**src/design/jtok_pkg.sv**
```systemverilog
`timescale 1ns / 1ps
`default_nettype none

package jtok_pkg;

  // Lexer modes
  localparam logic [3:0] M_START    = 4'd0;
  localparam logic [3:0] M_STRING   = 4'd1;
  localparam logic [3:0] M_ESCAPE   = 4'd2;
  localparam logic [3:0] M_UNICODE  = 4'd3;
  localparam logic [3:0] M_LITERAL  = 4'd4;
  localparam logic [3:0] M_NUMBER   = 4'd5;
  localparam logic [3:0] M_FRACTION = 4'd6;
  localparam logic [3:0] M_EXPONENT = 4'd7;
  localparam logic [3:0] M_DIGITS   = 4'd8;
  localparam logic [3:0] M_ERROR    = 4'd9;

  // Token types carried on end words
  localparam logic [2:0] TT_SYMBOL  = 3'd0;
  localparam logic [2:0] TT_STRING  = 3'd1;
  localparam logic [2:0] TT_NUMBER  = 3'd2;
  localparam logic [2:0] TT_FLOAT   = 3'd3;
  localparam logic [2:0] TT_NULL    = 3'd4;
  localparam logic [2:0] TT_BOOLEAN = 3'd5;
  localparam logic [2:0] TT_ERROR   = 3'd6;

  localparam int CpW     = 21;
  localparam int MaxRes  = 3;
  localparam int CntW    = 2;

  typedef logic [CpW-1:0] cp_t;

  typedef struct packed {
    cp_t        chr;
    logic       token_end;
    logic [2:0] token_type;
  } res_t;

  // One step of the lexer: how many words and their contents
  typedef struct packed {
    logic [CntW-1:0]    nres;
    res_t [MaxRes-1:0]  items;
  } step_t;

  function automatic cp_t ch(input logic [7:0] a);
    return {13'b0, a};
  endfunction

  function automatic logic is_digit(input cp_t c);
    return (c >= ch("0")) && (c <= ch("9"));
  endfunction

  function automatic logic is_ws(input cp_t c);
    return (c == ch(" ")) || (c == ch("\n")) || (c == ch("\r")) || (c == ch("\t"));
  endfunction

  function automatic logic is_punct(input cp_t c);
    return (c == ch(",")) || (c == ch(":")) || (c == ch("[")) || (c == ch("]")) ||
           (c == ch("{")) || (c == ch("}"));
  endfunction

  // Characters that end a bare word and are handled again from the start
  function automatic logic is_delim(input cp_t c);
    return is_punct(c) || (c == ch("\"")) || (c == ch("'"));
  endfunction

  function automatic logic hex_ok(input cp_t c);
    return is_digit(c) || ((c >= ch("a")) && (c <= ch("f"))) ||
           ((c >= ch("A")) && (c <= ch("F")));
  endfunction

  function automatic logic [3:0] hex_val(input cp_t c);
    logic [3:0] v;
    if (is_digit(c)) begin
      v = 4'(c - ch("0"));
    end else if ((c >= ch("a")) && (c <= ch("f"))) begin
      v = 4'(c - ch("a") + 21'd10);
    end else begin
      v = 4'(c - ch("A") + 21'd10);
    end
    return v;
  endfunction

  // Keyword spelling: 0 null, 1 true, 2 false
  function automatic logic [7:0] kw_char(input logic [1:0] k, input logic [2:0] pos);
    logic [7:0] r;
    r = 8'd0;
    case (k)
      2'd0: begin
        case (pos)
          3'd0: r = "n";
          3'd1: r = "u";
          3'd2: r = "l";
          3'd3: r = "l";
          default: r = 8'd0;
        endcase
      end
      2'd1: begin
        case (pos)
          3'd0: r = "t";
          3'd1: r = "r";
          3'd2: r = "u";
          3'd3: r = "e";
          default: r = 8'd0;
        endcase
      end
      2'd2: begin
        case (pos)
          3'd0: r = "f";
          3'd1: r = "a";
          3'd2: r = "l";
          3'd3: r = "s";
          3'd4: r = "e";
          default: r = 8'd0;
        endcase
      end
      default: r = 8'd0;
    endcase
    return r;
  endfunction

  function automatic logic [2:0] kw_len(input logic [1:0] k);
    return (k == 2'd2) ? 3'd5 : 3'd4;
  endfunction

  // Drop keywords that no longer match at this position
  function automatic logic [2:0] upd_cand(input logic [2:0] cand, input logic [2:0] pos,
                                          input cp_t c);
    logic [2:0] r;
    r = cand;
    for (int k = 0; k < 3; k++) begin
      if (cand[k] && ((pos >= kw_len(2'(k))) || (ch(kw_char(2'(k), pos)) != c))) begin
        r[k] = 1'b0;
      end
    end
    return r;
  endfunction

  function automatic logic [2:0] word_type(input logic [2:0] cand, input logic [2:0] len);
    logic [2:0] t;
    if (cand[0] && (len == 3'd4)) begin
      t = TT_NULL;
    end else if (cand[1] && (len == 3'd4)) begin
      t = TT_BOOLEAN;
    end else if (cand[2] && (len == 3'd5)) begin
      t = TT_BOOLEAN;
    end else begin
      t = TT_STRING;
    end
    return t;
  endfunction

endpackage

`default_nettype wire

```
**src/design/json_tokenizer_top.sv**
```systemverilog
`timescale 1ns / 1ps
`default_nettype none

// Streaming JSON lexer: one Unicode code point per input word, tokens out as
// character words followed by an end word that carries the token type. A
// code point is registered, decoded by the lexer in the next cycle and its
// zero to three result words land in a small output buffer, so a code point
// can be taken every cycle while the buffer has room. A code point holds the
// buffer until its last word leaves (up to three words: a number followed
// by e yields ".0e"), and the buffer drain sets the sustained throughput.
// The code point register and the output buffer lie between acceptance and
// the first result word. After a bad \u hex digit one error word is given
// and the block consumes all further input silently until reset.
module json_tokenizer_top (
  input  wire logic        clk,
  input  wire logic        rst_n,
  input  wire logic        in_valid,
  output logic             in_ready,
  input  wire logic [20:0] in_code_point,
  output logic             out_valid,
  input  wire logic        out_ready,
  output logic [20:0]      out_char_out,
  output logic             out_token_end,
  output logic [2:0]       out_token_type,
  output logic             out_last
);

  logic            s1_valid_r;
  jtok_pkg::cp_t   s1_cp_r;
  logic            s1_move;
  logic            buf_free;
  jtok_pkg::step_t res;
  jtok_pkg::res_t  item;

  // Move the registered code point on when its words have room
  assign s1_move  = s1_valid_r && ((res.nres == '0) || buf_free);
  assign in_ready = !s1_valid_r || s1_move;

  always_ff @(posedge clk) begin
    if (!rst_n) begin
      s1_valid_r <= 1'b0;
    end else if (in_valid && in_ready) begin
      s1_valid_r <= 1'b1;
    end else if (s1_move) begin
      s1_valid_r <= 1'b0;
    end
  end

  always_ff @(posedge clk) begin
    if (in_valid && in_ready) begin
      s1_cp_r <= in_code_point;
    end
  end

  jtok_lexer u_lexer (
    .clk   (clk),
    .rst_n (rst_n),
    .step  (s1_move),
    .cp    (s1_cp_r),
    .res   (res)
  );

  jtok_outbuf u_outbuf (
    .clk       (clk),
    .rst_n     (rst_n),
    .load      (s1_move && (res.nres != '0)),
    .res       (res),
    .free      (buf_free),
    .out_valid (out_valid),
    .out_ready (out_ready),
    .out_item  (item),
    .out_last  (out_last)
  );

  assign out_char_out   = item.chr;
  assign out_token_end  = item.token_end;
  assign out_token_type = item.token_type;

endmodule

`default_nettype wire

```
**src/design/jtok_lexer.sv**
```systemverilog
`timescale 1ns / 1ps
`default_nettype none

module jtok_lexer (
  input  wire logic            clk,
  input  wire logic            rst_n,
  input  wire logic            step,
  input  wire jtok_pkg::cp_t   cp,
  output jtok_pkg::step_t      res
);

  logic [3:0]  mode_r, mode_nxt;
  logic [15:0] hex_r, hex_nxt;
  logic [2:0]  hcnt_r, hcnt_nxt;
  logic [2:0]  cand_r, cand_nxt;
  logic [2:0]  wlen_r, wlen_nxt;

  logic            st_emit;
  logic            st_word;
  logic [3:0]      st_mode;
  jtok_pkg::res_t  st_item;

  // Effect of the code point when handled from the start state
  always_comb begin
    st_emit = 1'b0;
    st_word = 1'b0;
    st_mode = jtok_pkg::M_START;
    st_item = '{chr: cp, token_end: 1'b0, token_type: jtok_pkg::TT_SYMBOL};
    if (jtok_pkg::is_punct(cp)) begin
      st_emit = 1'b1;
      st_item.token_end = 1'b1;
    end else if (jtok_pkg::is_ws(cp)) begin
      st_mode = jtok_pkg::M_START;
    end else if (cp == jtok_pkg::ch("\"")) begin
      st_mode = jtok_pkg::M_STRING;
    end else if ((cp == jtok_pkg::ch("-")) || jtok_pkg::is_digit(cp)) begin
      st_emit = 1'b1;
      st_mode = jtok_pkg::M_NUMBER;
    end else begin
      st_emit = 1'b1;
      st_word = 1'b1;
      st_mode = jtok_pkg::M_LITERAL;
    end
  end

  // Decode one code point into up to three words and the next state
  always_comb begin
    logic [jtok_pkg::CntW-1:0] n;
    logic                      restart;
    logic [2:0]                rtype;
    jtok_pkg::res_t            it;
    logic [15:0]               hx;
    n        = '0;
    restart  = 1'b0;
    rtype    = jtok_pkg::TT_SYMBOL;
    hx       = {hex_r[11:0], jtok_pkg::hex_val(cp)};
    res      = '0;
    mode_nxt = mode_r;
    hex_nxt  = hex_r;
    hcnt_nxt = hcnt_r;
    cand_nxt = cand_r;
    wlen_nxt = wlen_r;
    it       = '{chr: cp, token_end: 1'b0, token_type: jtok_pkg::TT_SYMBOL};

    unique case (mode_r)
      jtok_pkg::M_START: begin
        mode_nxt = st_mode;
        if (st_emit) begin
          res.items[n] = st_item;
          n = n + 1'b1;
        end
        if (st_word) begin
          cand_nxt = jtok_pkg::upd_cand(3'b111, 3'd0, cp);
          wlen_nxt = 3'd1;
        end
      end
      jtok_pkg::M_STRING: begin
        if (cp == jtok_pkg::ch("\"")) begin
          res.items[n] = '{chr: '0, token_end: 1'b1, token_type: jtok_pkg::TT_STRING};
          n = n + 1'b1;
          mode_nxt = jtok_pkg::M_START;
        end else if (cp == jtok_pkg::ch("\\")) begin
          mode_nxt = jtok_pkg::M_ESCAPE;
        end else begin
          res.items[n] = it;
          n = n + 1'b1;
        end
      end
      jtok_pkg::M_ESCAPE: begin
        mode_nxt = jtok_pkg::M_STRING;
        if ((cp == jtok_pkg::ch("\"")) || (cp == jtok_pkg::ch("\\")) ||
            (cp == jtok_pkg::ch("/"))) begin
          res.items[n] = it;
          n = n + 1'b1;
        end else if (cp == jtok_pkg::ch("b")) begin
          it.chr = jtok_pkg::ch(8'd8);
          res.items[n] = it;
          n = n + 1'b1;
        end else if (cp == jtok_pkg::ch("f")) begin
          it.chr = jtok_pkg::ch(8'd12);
          res.items[n] = it;
          n = n + 1'b1;
        end else if (cp == jtok_pkg::ch("n")) begin
          it.chr = jtok_pkg::ch("\n");
          res.items[n] = it;
          n = n + 1'b1;
        end else if (cp == jtok_pkg::ch("r")) begin
          it.chr = jtok_pkg::ch("\r");
          res.items[n] = it;
          n = n + 1'b1;
        end else if (cp == jtok_pkg::ch("t")) begin
          it.chr = jtok_pkg::ch("\t");
          res.items[n] = it;
          n = n + 1'b1;
        end else if (cp == jtok_pkg::ch("u")) begin
          hex_nxt  = '0;
          hcnt_nxt = '0;
          mode_nxt = jtok_pkg::M_UNICODE;
        end
      end
      jtok_pkg::M_UNICODE: begin
        if (!jtok_pkg::hex_ok(cp)) begin
          res.items[n] = '{chr: '0, token_end: 1'b1, token_type: jtok_pkg::TT_ERROR};
          n = n + 1'b1;
          mode_nxt = jtok_pkg::M_ERROR;
        end else begin
          hex_nxt = hx;
          if (hcnt_r >= 3'd3) begin
            it.chr = {5'b0, hx};
            res.items[n] = it;
            n = n + 1'b1;
            hcnt_nxt = '0;
            mode_nxt = jtok_pkg::M_STRING;
          end else begin
            hcnt_nxt = hcnt_r + 3'd1;
          end
        end
      end
      jtok_pkg::M_LITERAL: begin
        if (jtok_pkg::is_ws(cp)) begin
          res.items[n] = '{chr: '0, token_end: 1'b1,
                           token_type: jtok_pkg::word_type(cand_r, wlen_r)};
          n = n + 1'b1;
          mode_nxt = jtok_pkg::M_START;
        end else if (jtok_pkg::is_delim(cp)) begin
          restart = 1'b1;
          rtype   = jtok_pkg::word_type(cand_r, wlen_r);
        end else begin
          cand_nxt = jtok_pkg::upd_cand(cand_r, wlen_r, cp);
          if (wlen_r < 3'd6) begin
            wlen_nxt = wlen_r + 3'd1;
          end
          res.items[n] = it;
          n = n + 1'b1;
        end
      end
      jtok_pkg::M_NUMBER: begin
        if (cp == jtok_pkg::ch(".")) begin
          res.items[n] = it;
          n = n + 1'b1;
          mode_nxt = jtok_pkg::M_FRACTION;
        end else if (jtok_pkg::is_digit(cp)) begin
          res.items[n] = it;
          n = n + 1'b1;
        end else if ((cp == jtok_pkg::ch("e")) || (cp == jtok_pkg::ch("E"))) begin
          // integer straight into exponent: insert ".0"
          res.items[0] = '{chr: jtok_pkg::ch("."), token_end: 1'b0,
                           token_type: jtok_pkg::TT_SYMBOL};
          res.items[1] = '{chr: jtok_pkg::ch("0"), token_end: 1'b0,
                           token_type: jtok_pkg::TT_SYMBOL};
          res.items[2] = it;
          n = 2'd3;
          mode_nxt = jtok_pkg::M_EXPONENT;
        end else begin
          restart = 1'b1;
          rtype   = jtok_pkg::TT_NUMBER;
        end
      end
      jtok_pkg::M_FRACTION: begin
        if (jtok_pkg::is_digit(cp)) begin
          res.items[n] = it;
          n = n + 1'b1;
        end else if ((cp == jtok_pkg::ch("e")) || (cp == jtok_pkg::ch("E"))) begin
          res.items[n] = it;
          n = n + 1'b1;
          mode_nxt = jtok_pkg::M_EXPONENT;
        end else begin
          restart = 1'b1;
          rtype   = jtok_pkg::TT_FLOAT;
        end
      end
      jtok_pkg::M_EXPONENT, jtok_pkg::M_DIGITS: begin
        mode_nxt = jtok_pkg::M_DIGITS;
        if (((mode_r == jtok_pkg::M_EXPONENT) &&
             ((cp == jtok_pkg::ch("+")) || (cp == jtok_pkg::ch("-")))) ||
            jtok_pkg::is_digit(cp)) begin
          res.items[n] = it;
          n = n + 1'b1;
        end else begin
          restart = 1'b1;
          rtype   = jtok_pkg::TT_FLOAT;
        end
      end
      default: begin
        mode_nxt = jtok_pkg::M_ERROR;
      end
    endcase

    // Close the open token, then handle the same code point from the start
    if (restart) begin
      res.items[0] = '{chr: '0, token_end: 1'b1, token_type: rtype};
      n = 2'd1;
      mode_nxt = st_mode;
      if (st_emit) begin
        res.items[1] = st_item;
        n = 2'd2;
      end
      if (st_word) begin
        cand_nxt = jtok_pkg::upd_cand(3'b111, 3'd0, cp);
        wlen_nxt = 3'd1;
      end
    end
    res.nres = n;
  end

  // Advance lexer state once per stepped code point
  always_ff @(posedge clk) begin
    if (!rst_n) begin
      mode_r <= jtok_pkg::M_START;
      hex_r  <= '0;
      hcnt_r <= '0;
      cand_r <= 3'b111;
      wlen_r <= '0;
    end else if (step) begin
      mode_r <= mode_nxt;
      hex_r  <= hex_nxt;
      hcnt_r <= hcnt_nxt;
      cand_r <= cand_nxt;
      wlen_r <= wlen_nxt;
    end
  end

  a_error_sticky: assert property (@(posedge clk) disable iff (!rst_n)
    (mode_r == jtok_pkg::M_ERROR) |=> (mode_r == jtok_pkg::M_ERROR))
    else $error("error mode left without reset");

  a_error_silent: assert property (@(posedge clk) disable iff (!rst_n)
    (mode_r == jtok_pkg::M_ERROR) |-> (res.nres == '0))
    else $error("words produced in error mode");

endmodule

`default_nettype wire

```
**src/design/jtok_outbuf.sv**
```systemverilog
`timescale 1ns / 1ps
`default_nettype none

module jtok_outbuf (
  input  wire logic            clk,
  input  wire logic            rst_n,
  input  wire logic            load,
  input  wire jtok_pkg::step_t res,
  output logic                 free,
  output logic                 out_valid,
  input  wire logic            out_ready,
  output jtok_pkg::res_t       out_item,
  output logic                 out_last
);

  jtok_pkg::res_t [jtok_pkg::MaxRes-1:0] items_r;
  logic [jtok_pkg::CntW-1:0]             cnt_r;
  logic [jtok_pkg::CntW-1:0]             idx_r;
  logic                                  valid_r;

  assign out_valid = valid_r;
  assign out_item  = items_r[idx_r];
  assign out_last  = (idx_r == cnt_r - 1'b1);
  // Buffer can take a new set when empty or when its final word leaves now
  assign free      = !valid_r || (out_ready && out_last);

  // Hold the result set of one code point and drain it a word at a time
  always_ff @(posedge clk) begin
    if (!rst_n) begin
      valid_r <= 1'b0;
      cnt_r   <= '0;
      idx_r   <= '0;
    end else if (load) begin
      valid_r <= 1'b1;
      cnt_r   <= res.nres;
      idx_r   <= '0;
    end else if (valid_r && out_ready) begin
      if (out_last) begin
        valid_r <= 1'b0;
      end else begin
        idx_r <= idx_r + 1'b1;
      end
    end
  end

  always_ff @(posedge clk) begin
    if (load) begin
      items_r <= res.items;
    end
  end

  a_idx_range: assert property (@(posedge clk) disable iff (!rst_n)
    valid_r |-> (idx_r < cnt_r))
    else $error("output index beyond word count");

  a_load_starts: assert property (@(posedge clk) disable iff (!rst_n)
    load |=> (valid_r && (idx_r == '0)))
    else $error("loaded set not presented from its first word");

endmodule

`default_nettype wire
```
**config.mk**
```make
export PLATFORM = sky130hd
export DESIGN_NAME = json_tokenizer_top
export DESIGN_NICKNAME = d
export VERILOG_FILES = /design/src/design/jtok_pkg.sv /design/src/design/json_tokenizer_top.sv /design/src/design/jtok_lexer.sv /design/src/design/jtok_outbuf.sv
export SDC_FILE = /design/constraint.sdc
export NUM_CORES = 1
export LEC_CHECK = 0
export ABC_CLOCK_PERIOD_IN_PS = 8300
export BUFFER_PORTS_ARGS = -buffer_cell sky130_fd_sc_hd__buf_4
export CAP_MARGIN = 20
export CORE_ASPECT_RATIO = 1.5
export CORE_MARGIN = 1.5
export CORE_UTILIZATION = 41
export CTS_BUF_LIST = sky130_fd_sc_hd__clkbuf_8
export CTS_CLUSTER_DIAMETER = 30
export DETAILED_ROUTE_END_ITERATION = 8
export HOLD_SLACK_MARGIN = 0.12
export PLACE_DENSITY_LB_ADDON = 0.3
export SYNTH_ARGS = -nofsm -noshare
export SYNTH_HDL_FRONTEND = slang
export SYNTH_SLANG_ARGS = --single-unit
```
**constraint.sdc**
```tcl
create_clock -name clk -period 8.3 [get_ports clk]
set_clock_uncertainty 0.1 [all_clocks]
set_input_delay 0.415 -clock clk [delete_from_list [all_inputs] [get_ports clk]]
set_output_delay 0.415 -clock clk [all_outputs]
set_load 0.05 [all_outputs]
```
# --- Yosys cells after proc, flatten, opt, wreduce, memory -nomap -nowiden ---
# Cells that the tools add are included.
word_totals:
  register_bits: 127
  output_inout_bits: 28
classes:
  add_sub_neg: 9
  n_eq_ne: 58
  bitwise_logic: 4
  n_mux: 166
  n_lt_le_gt_ge: 11
  reduce_logical: 58
ops:
  columns: ["cell", "n"]
  rows:
  - ["two-way mux 25 bit", 21]
  - ["== test 21 x 7 -> 1 bit, second input constant", 13]
  - ["case mux 25 bit (8 select lines)", 1]
  - ["== test 21 x 6 -> 1 bit, second input constant", 9]
  - ["inequality test 8 x 21 -> 1 bit", 9]
  - ["two-way mux 8 bit", 19]
  - ["two-way mux 12 bit", 8]
  - ["two-way mux 3 bit", 28]
  - ["two-way mux 4 bit", 20]
  - ["binary-select mux 25 bit (select 2 bit)", 1]
  - ["two-way mux 50 bit", 1]
  - ["== test 21 x 4 -> 1 bit, second input constant", 2]
  - ["greater-or-equal comparator 21 x 7 -> 1 bit, second input constant", 2]
  - ["less-or-equal comparator 21 x 7 -> 1 bit, second input constant", 2]
  - ["two-way mux 1 bit", 36]
  - ["two-way mux 2 bit", 18]
  - ["two-way mux 35 bit", 1]
  - ["case mux 7 bit (5 select lines)", 1]
  - ["case mux 4 bit (8 select lines)", 1]
  - ["case mux 7 bit (4 select lines)", 1]
  - ["logical OR 1 bit", 24]
  - ["case mux 12 bit (2 select lines)", 1]
  - ["greater-or-equal comparator 21 x 6 -> 1 bit, second input constant", 1]
  - ["less-or-equal comparator 21 x 6 -> 1 bit, second input constant", 1]
  - ["other kinds (41)", 85]

# --- Depth between registers and ports, before layout ---
logic_depth:
  ltp_word: 20
  ltp_mapped: 13
  mapped_depth_nobuf: 10

# --- By module ---
# A second synthesis with hierarchy kept.
unflattened:
  hier_cells: 732
  hier_area_um2: 7362.1
by_module_without_submodules:
  columns: ["module", "seq_area_each_um2", "area_each_um2", "cells_per_inst", "instances"]
  rows:
  - ["jtok_lexer", 500.5, 3618.5, 516, 1]
  - ["jtok_outbuf", 2352.3, 3041.7, 185, 1]
  - ["json_tokenizer_top", 650.6, 701.9, 31, 1]

# --- Worst setup path before layout ---
# No wires, ideal clock.
synth_path:
  kind: "register to register"
  from: "register u_outbuf.idx_r[0] (netlist name)"
  to: "register u_outbuf.items_r[0] (netlist name) (enable)"
  required_time_ns: 7.706
  slack_ns: 2.113
  arrival_time_ns: 5.592
  stages_incl_launch_ff: 7
  setup_ns: 0.494
  path_buffers: 1
  path_cell_list: "dfxtp_1 > clkbuf_1 > nand2b_1 > o21ai_0 > a21boi_0 > nand2b_1 > nor2_1"
synth_between:
  elab_chain_len: 6
synth_rtl:
  columns: ["element", "line_no", "rtl"]
  rows:
  - ["start: declaration", "jtok_outbuf.sv:18", "logic [jtok_pkg::CntW-1:0] idx_r;"]
  - ["start signal: assignment", "jtok_outbuf.sv:41", "idx_r <= idx_r + 1'b1;"]
  - ["== test 2 bit", "jtok_outbuf.sv:23", "assign out_last = (idx_r == cnt_r - 1'b1);"]
  - ["via out_last", "json_tokenizer_top.sv:25", "output logic out_last"]
  - ["logical AND 1 bit", "jtok_outbuf.sv:25", "assign free = !valid_r || (out_ready && out_last);"]
  - ["logical OR 1 bit", "jtok_outbuf.sv:25", null]
  - ["logical OR 1 bit", "json_tokenizer_top.sv:36", "assign s1_move = s1_valid_r && ((res.nres == '0) || buf_free);"]
  - ["logical AND 1 bit", "json_tokenizer_top.sv:36", null]
  - ["logical AND 1 bit", "json_tokenizer_top.sv:66", ".load (s1_move && (res.nres != '0)),"]
  - ["via u_outbuf.load", "jtok_outbuf.sv:7", "input wire logic load,"]
  - ["end signal: assignment", "jtok_outbuf.sv:48", "items_r <= res.items;"]
  - ["end: declaration", "jtok_outbuf.sv:16", "jtok_pkg::res_t [jtok_pkg::MaxRes-1:0] items_r;"]
# The timed path passes the listed nets, and every way through them passes these cells.
# A chain may end at the register's enable or synchronous reset.

# --- Final worst setup path ---
layout_path:
  from: "register s1_cp_r[0]"
  to: "register u_lexer.hex_r[1]"
layout_between:
  elab_chain_len: 16
  word_cells_on_any_way: 103
layout_rtl:
  columns: ["element", "line_no", "rtl"]
  rows:
  - ["start: declaration", "json_tokenizer_top.sv:29", "jtok_pkg::cp_t s1_cp_r;"]
  - ["start signal: assignment", "json_tokenizer_top.sv:51", "s1_cp_r <= in_code_point;"]
  - ["branches (longest 16 deep; another with greater-or-equal comparator 21 x 6 -> 1 bit)", null, null]
  - ["end signal: assignment", "jtok_lexer.sv:236", "hex_r <= hex_nxt;"]
  - ["end: declaration", "jtok_lexer.sv:13", "logic [15:0] hex_r, hex_nxt;"]
# Parallel ways; which one is timed is not known. The select of a mux whose other input is x is not followed.

==> impl_table.tex <==
\begin{tabular}{lr}
\hline
Metric & Value \\
\hline
\multicolumn{2}{l}{\textbf{Worst setup path}} \\
\quad Startpoint Class & register \\
\quad Worst r2r src & s1\_cp\_r[0]\$\_DFFE\_PP\_ \\
\quad Kind of cell with the highest combined delay on the critical path & compound AO/OA/AOI/OAI gates \\
\quad Endpoint of the lowest-slack register-to-register path & u\_lexer.hex\_r[1]\$\_SDFFE\_PN0P\_ \\
\quad Cells on worst reg2reg path & 10 \\
\quad Data arrival time of the critical path & approximately 5.8 ns \\
\quad Delay of the slowest cell on the worst path & about 1.1 ns \\
\quad R2R Setup Slk & between 2 and 3 ns \\
\quad Crit. End Element & register \\
\quad Number of buffers and inverters on the critical path & 1 \\
\quad Startpoint-to-endpoint class of the critical path & reg -> reg \\
\quad Crit-path max FO & 35 \\
\quad CP max stage cell & o41ai\_4 \\
\quad Required time of the critical path & $\sim$8.5 ns \\
\quad Cell Chain, Critical Path & inv\_1, ha\_1, nor3b\_1, nand4\_1, o21a\_1, a32oi\_1, nand2\_1, o41ai\_4, nand2\_2, o41ai\_1 \\
\multicolumn{2}{l}{\textbf{Clock network}} \\
\quad Buffers from clock root to sink, at most & 2 \\
\quad Number of H-tree levels & 4 \\
\quad Clock slew at the register clock pins of the worst setup and hold paths & approximately 0.090 ns \\
\quad Clock buffer count from CTS & 17 \\
\quad Clock latency of the later-clocked register in the worst-skew pair & roughly 0.45 ns \\
\quad Post-cts sizing count & 0 \\
\quad Root Driver & clkbuf\_8 \\
\quad Num Clock Sinks & 120 \\
\quad Setup Fix Bufs, Post-CTS & 0 \\
\quad Clock tree from TritonCTS & done \\
\multicolumn{2}{l}{\textbf{Floorplan}} \\
\quad Width of the die & roughly 110 um \\
\quad Num ports & between 50 and 60 \\
\quad Total Die Area & between 0.015 and 0.02 mm\^{}2 \\
\quad Count of standard-cell rows & 57 \\
\quad Die Y & around 160 um \\
\quad Core ar. & roughly 0.016 mm\^{}2 \\
\quad Starting Density & 0.4227 \\
\multicolumn{2}{l}{\textbf{Yosys}} \\
\quad Post-synthesis sequential area ratio & 0.4770 \\
\quad Post-Syn Instances & just over 700 \\
\quad Number of distinct library cell variants in the gate-level netlist after synthesis & 73 \\
\quad Mapped Avg Cell Area & between 9 and 10 um\^{}2 \\
\quad Simple-Gate Fraction of Synth Area & 0.2106 \\
\quad Summed instance area of the synthesized netlist & around 0.0069 mm\^{}2 \\
\quad Adder and majority cell fraction of the synthesized area & 0.02175 \\
\quad Post-Synth XOR/XNOR Area & 0.01015 \\
\quad Ys Warns & 0 \\
\quad Number of synthesized flops with an enable pin & 89 \\
\quad Top flip-flop cell by instance count after synthesis & edfxtp\_1 \\
\quad Share of flip-flops with an asynchronous set or reset after synthesis & 0 \\
\quad Flops \& latches, synth & between 100 and 150 \\
\quad Multiplexer share of the synthesized area & 0.05527 \\
\quad Compound-gate portion of the synthesized area & 0.1834 \\
\quad Main combinational cell family by area after synthesis & simple AND/OR/NAND/NOR gates \\
\multicolumn{2}{l}{\textbf{Detailed routing}} \\
\quad Initial detailed-routing violation count & 456 \\
\quad Post-route antenna net violation count & 0 \\
\quad Via density & between 5 and 6 \\
\quad Via total after detailed routing & 5890 \\
\quad Final routed wirelength across all metal layers & between 20000 and 25000 um \\
\quad Post-detailed-route DRC marker count & 0 \\
\quad Detailed-router iteration count before antenna repair & 7 \\
\quad Post-detailed-route wirelength per cell & just over 20 um \\
\multicolumn{2}{l}{\textbf{Final layout}} \\
\quad Area of all sequential standard cells & $\sim$0.0033 mm\^{}2 \\
\quad Number of diodes & 0 \\
\quad Design area & between 0.008 and 0.009 mm\^{}2 \\
\quad Fill count & 1534 \\
\quad Post-Route Utilization & 0.4946 \\
\quad Fraction of final layout cells sized beyond drive strength 1 & 0.1410 \\
\quad Number of nets in the layout & approximately 810 \\
\quad Multi-input gate area & approximately 0.0034 mm\^{}2 \\
\quad Growth of design area from synthesis to finish & 17.00\% \\
\multicolumn{2}{l}{\textbf{Run status}} \\
\quad Run status & completed \\
\multicolumn{2}{l}{\textbf{Worst hold path}} \\
\quad Hold path endpoint & s1\_valid\_r\$\_SDFFE\_PN0P\_ \\
\quad Class of the most critical hold timing path & in -> reg \\
\quad Launch point of the worst hold path & in\_valid \\
\quad Hold path depth & 3 \\
\multicolumn{2}{l}{\textbf{Placed design}} \\
\quad Placed Area & approximately 0.0075 mm\^{}2 \\
\quad Port Buffer Count & between 50 and 60 \\
\quad Gp weighted congestion & $\sim$0.99 \\
\quad HPWL Detailed & about 14000 um \\
\multicolumn{2}{l}{\textbf{STA}} \\
\quad Final Max Slew Viols & 0 \\
\quad Setup\_tns & 0 ns \\
\quad Final hold violation count & 0 \\
\quad Final worst path period share & 0.6663 \\
\quad Worst slew pin tran & $\sim$1.1 ns \\
\quad RSZ-0062 raised after global routing & false \\
\quad Worst slew margin & 0.2604 \\
\quad Highest achievable clock rate & around 0.18 GHz \\
\quad Period minus WS final & about 5.5 ns \\
\quad Final setup violation count & 0 \\
\multicolumn{2}{l}{\textbf{Run}} \\
\quad Max-cap viol count & 0 \\
\multicolumn{2}{l}{\textbf{Power and ir drop}} \\
\quad Worst ir drop on vdd & $\sim$0.00010 V \\
\quad Power density over the cells & 183.2 mW/mm\^{}2 \\
\quad Static leakage & 3.017 nW \\
\multicolumn{2}{l}{\textbf{Global route}} \\
\quad Remaining global-route overflow & 0 \\
\quad Vias in the first global route & around 5800 \\
\quad Antenna violations before repair & 0 \\
\quad First-pass GRT wire length & $\sim$31000 um \\
\quad All-Layer GR Usage & 0.2362 \\
\quad Pin count of the biggest net entering global routing & just under 70 \\
\hline
\end{tabular}
[repair_timing]
action | in CTS | in global routing
hold buffers | 21 | 0
endpoints found under the setup margin | 0 | 0
endpoints found under the hold margin | 21 | 0
[synth_stat cells (4+ instances only)]
library cell | n | share of area
a211oi_1 | 4 | 0.0043
a21o_1 | 10 | 0.011
a21oi_1 | 26 | 0.019
a22o_1 | 11 | 0.014
a31oi_1 | 14 | 0.013
and2_1 | 18 | 0.016
and3_1 | 26 | 0.024
buf_1 | 5 | 0.0027
clkbuf_1 | 48 | 0.026
dfxtp_1 | 31 | 0.090
edfxtp_1 | 89 | 0.39
ha_1 | 12 | 0.022
inv_1 | 18 | 0.0098
mux2i_1 | 37 | 0.054
nand2_1 | 66 | 0.036
nand2b_1 | 6 | 0.0054
nand3_1 | 33 | 0.024
nand3b_1 | 5 | 0.0054
nand4_1 | 7 | 0.0063
nand4b_1 | 4 | 0.0051
nor2_1 | 40 | 0.022
nor2b_1 | 12 | 0.011
nor3_1 | 17 | 0.012
nor4_1 | 13 | 0.012
o211ai_1 | 5 | 0.0054
o21a_1 | 6 | 0.0065
o21ai_0 | 55 | 0.040
o221ai_1 | 4 | 0.0051
o31ai_1 | 5 | 0.0054
o41ai_1 | 6 | 0.0076
or3_1 | 5 | 0.0045
or4_1 | 5 | 0.0054
xnor2_1 | 6 | 0.0076
[per-stage QoR]
stage	setup WS [ns]	total power [mW]	cells	hold WS [ns]
5_1_grt	2.411	1.540	993	0.1350
4_1_cts	2.839	1.490	992	0.1241
2_1_floorplan	2.113	0.8815	727	0.3204
3_3_place_gp	3.217	0.9541	939	0.3338
6_report	2.769	1.480	993	0.1609
3_5_place_dp	2.887	0.9575	939	0.3511
[kinds of logic (layout without fill, tap and decap cells)]
group,Yosys count,count (layout)
XOR/XNOR,8,8
AND/OR/NAND/NOR,274,274
multiplexers,38,38
adder cells (fa/ha/maj),12,12
flip-flops,120,120
buffers and inverters,73,133
AO/OA/AOI/OAI,186,186
other,1,16
[power by group]
group	leakage, nW	internal (mW)	switching (mW)
clock network	0.196	0.250	0.276
registers	1.11	0.681	0.0284
logic	1.71	0.0899	0.155
total	3.02	1.02	0.459
[cells in the final DEF, fill, tap and decap left out, types with 6 or more instances in the layout]
| master | netlist | routed |
|---|---|---|
| dlygate4sd3_1 | 0 | 21 |
| and3_1 | 26 | 26 |
| a21oi_1 | 26 | 26 |
| nand2_1 | 66 | 66 |
| buf_4 | 1 | 61 |
| a21o_1 | 10 | 10 |
| nand2b_1 | 6 | 6 |
| a31oi_1 | 14 | 13 |
| and2_1 | 18 | 18 |
| dfxtp_1 | 31 | 31 |
| nand4_1 | 7 | 7 |
| o41ai_1 | 6 | 6 |
| edfxtp_1 | 89 | 89 |
| clkbuf_8 | 0 | 17 |
| conb_1 | 1 | 16 |
| mux2i_1 | 37 | 37 |
| ha_1 | 12 | 12 |
| inv_1 | 18 | 18 |
| a22o_1 | 11 | 11 |
| nor4_1 | 13 | 13 |
| nor2_1 | 40 | 39 |
| nor3_1 | 17 | 17 |
| o21ai_0 | 55 | 54 |
| o21a_1 | 6 | 6 |
| xnor2_1 | 6 | 6 |
| nand3_1 | 33 | 33 |
| inv_6 | 0 | 6 |
| nor2b_1 | 12 | 12 |
[worst max-delay path by stage]
stage	endpoint	from	depth (start not counted)
2_1_floorplan	u_outbuf.items_r[0]$_DFFE_PP_	u_outbuf.idx_r[0]$_SDFFE_PP0P_	6
3_3_place_gp	u_lexer.hex_r[0]$_SDFFE_PN0P_	s1_cp_r[0]$_DFFE_PP_	10
3_5_place_dp	u_lexer.hex_r[1]$_SDFFE_PN0P_	s1_cp_r[0]$_DFFE_PP_	10
4_1_cts	u_lexer.hex_r[1]$_SDFFE_PN0P_	s1_cp_r[0]$_DFFE_PP_	10
5_1_grt	u_lexer.hex_r[1]$_SDFFE_PN0P_	s1_cp_r[0]$_DFFE_PP_	10
6_report	u_lexer.hex_r[1]$_SDFFE_PN0P_	s1_cp_r[0]$_DFFE_PP_	10
[worst reg2reg max path: stages, from the launching register on]
cell and delay [ns]:
edfxtp_1 0.70, inv_1 0.22, ha_1 0.30, nor3b_1 0.48
nand4_1 0.29, o21a_1 0.23, a32oi_1 0.35, nand2_1 0.74
o41ai_4 1.07, nand2_2 0.51, o41ai_1 0.41
[routing by layer]
layer  global-route usage  share of wire  vias up
met4               0.1394          0.056        0
met1               0.2686           0.39     2773
li1                     -              -     2808
met3              0.04775          0.049       72
met5                    0              0        -
met2               0.4023           0.50      237
[layout make-up]
type	instances	share of cell area
Multi-Input combinational cell	534	0.4204
Sequential cell	120	0.4077
Timing Repair Buffer	83	0.08333
Tap cell	206	0.03191
Clock buffer	17	0.02897
Clock inverter	15	0.01936
Inverter	18	0.008364
[state kept, by name (all words and copies together) (netlist names)]
signal              flops
s1_cp_r                21
s1_valid_r              1
u_lexer.cand_r          3
u_lexer.hcnt_r          3
u_lexer.hex_r          12
u_lexer.mode_r          4
u_lexer.wlen_r          3
u_outbuf.cnt_r          2
u_outbuf.idx_r          2
u_outbuf.items_r       68
u_outbuf.out_valid      1
Note: power is estimated with default switching activity, not from simulation.
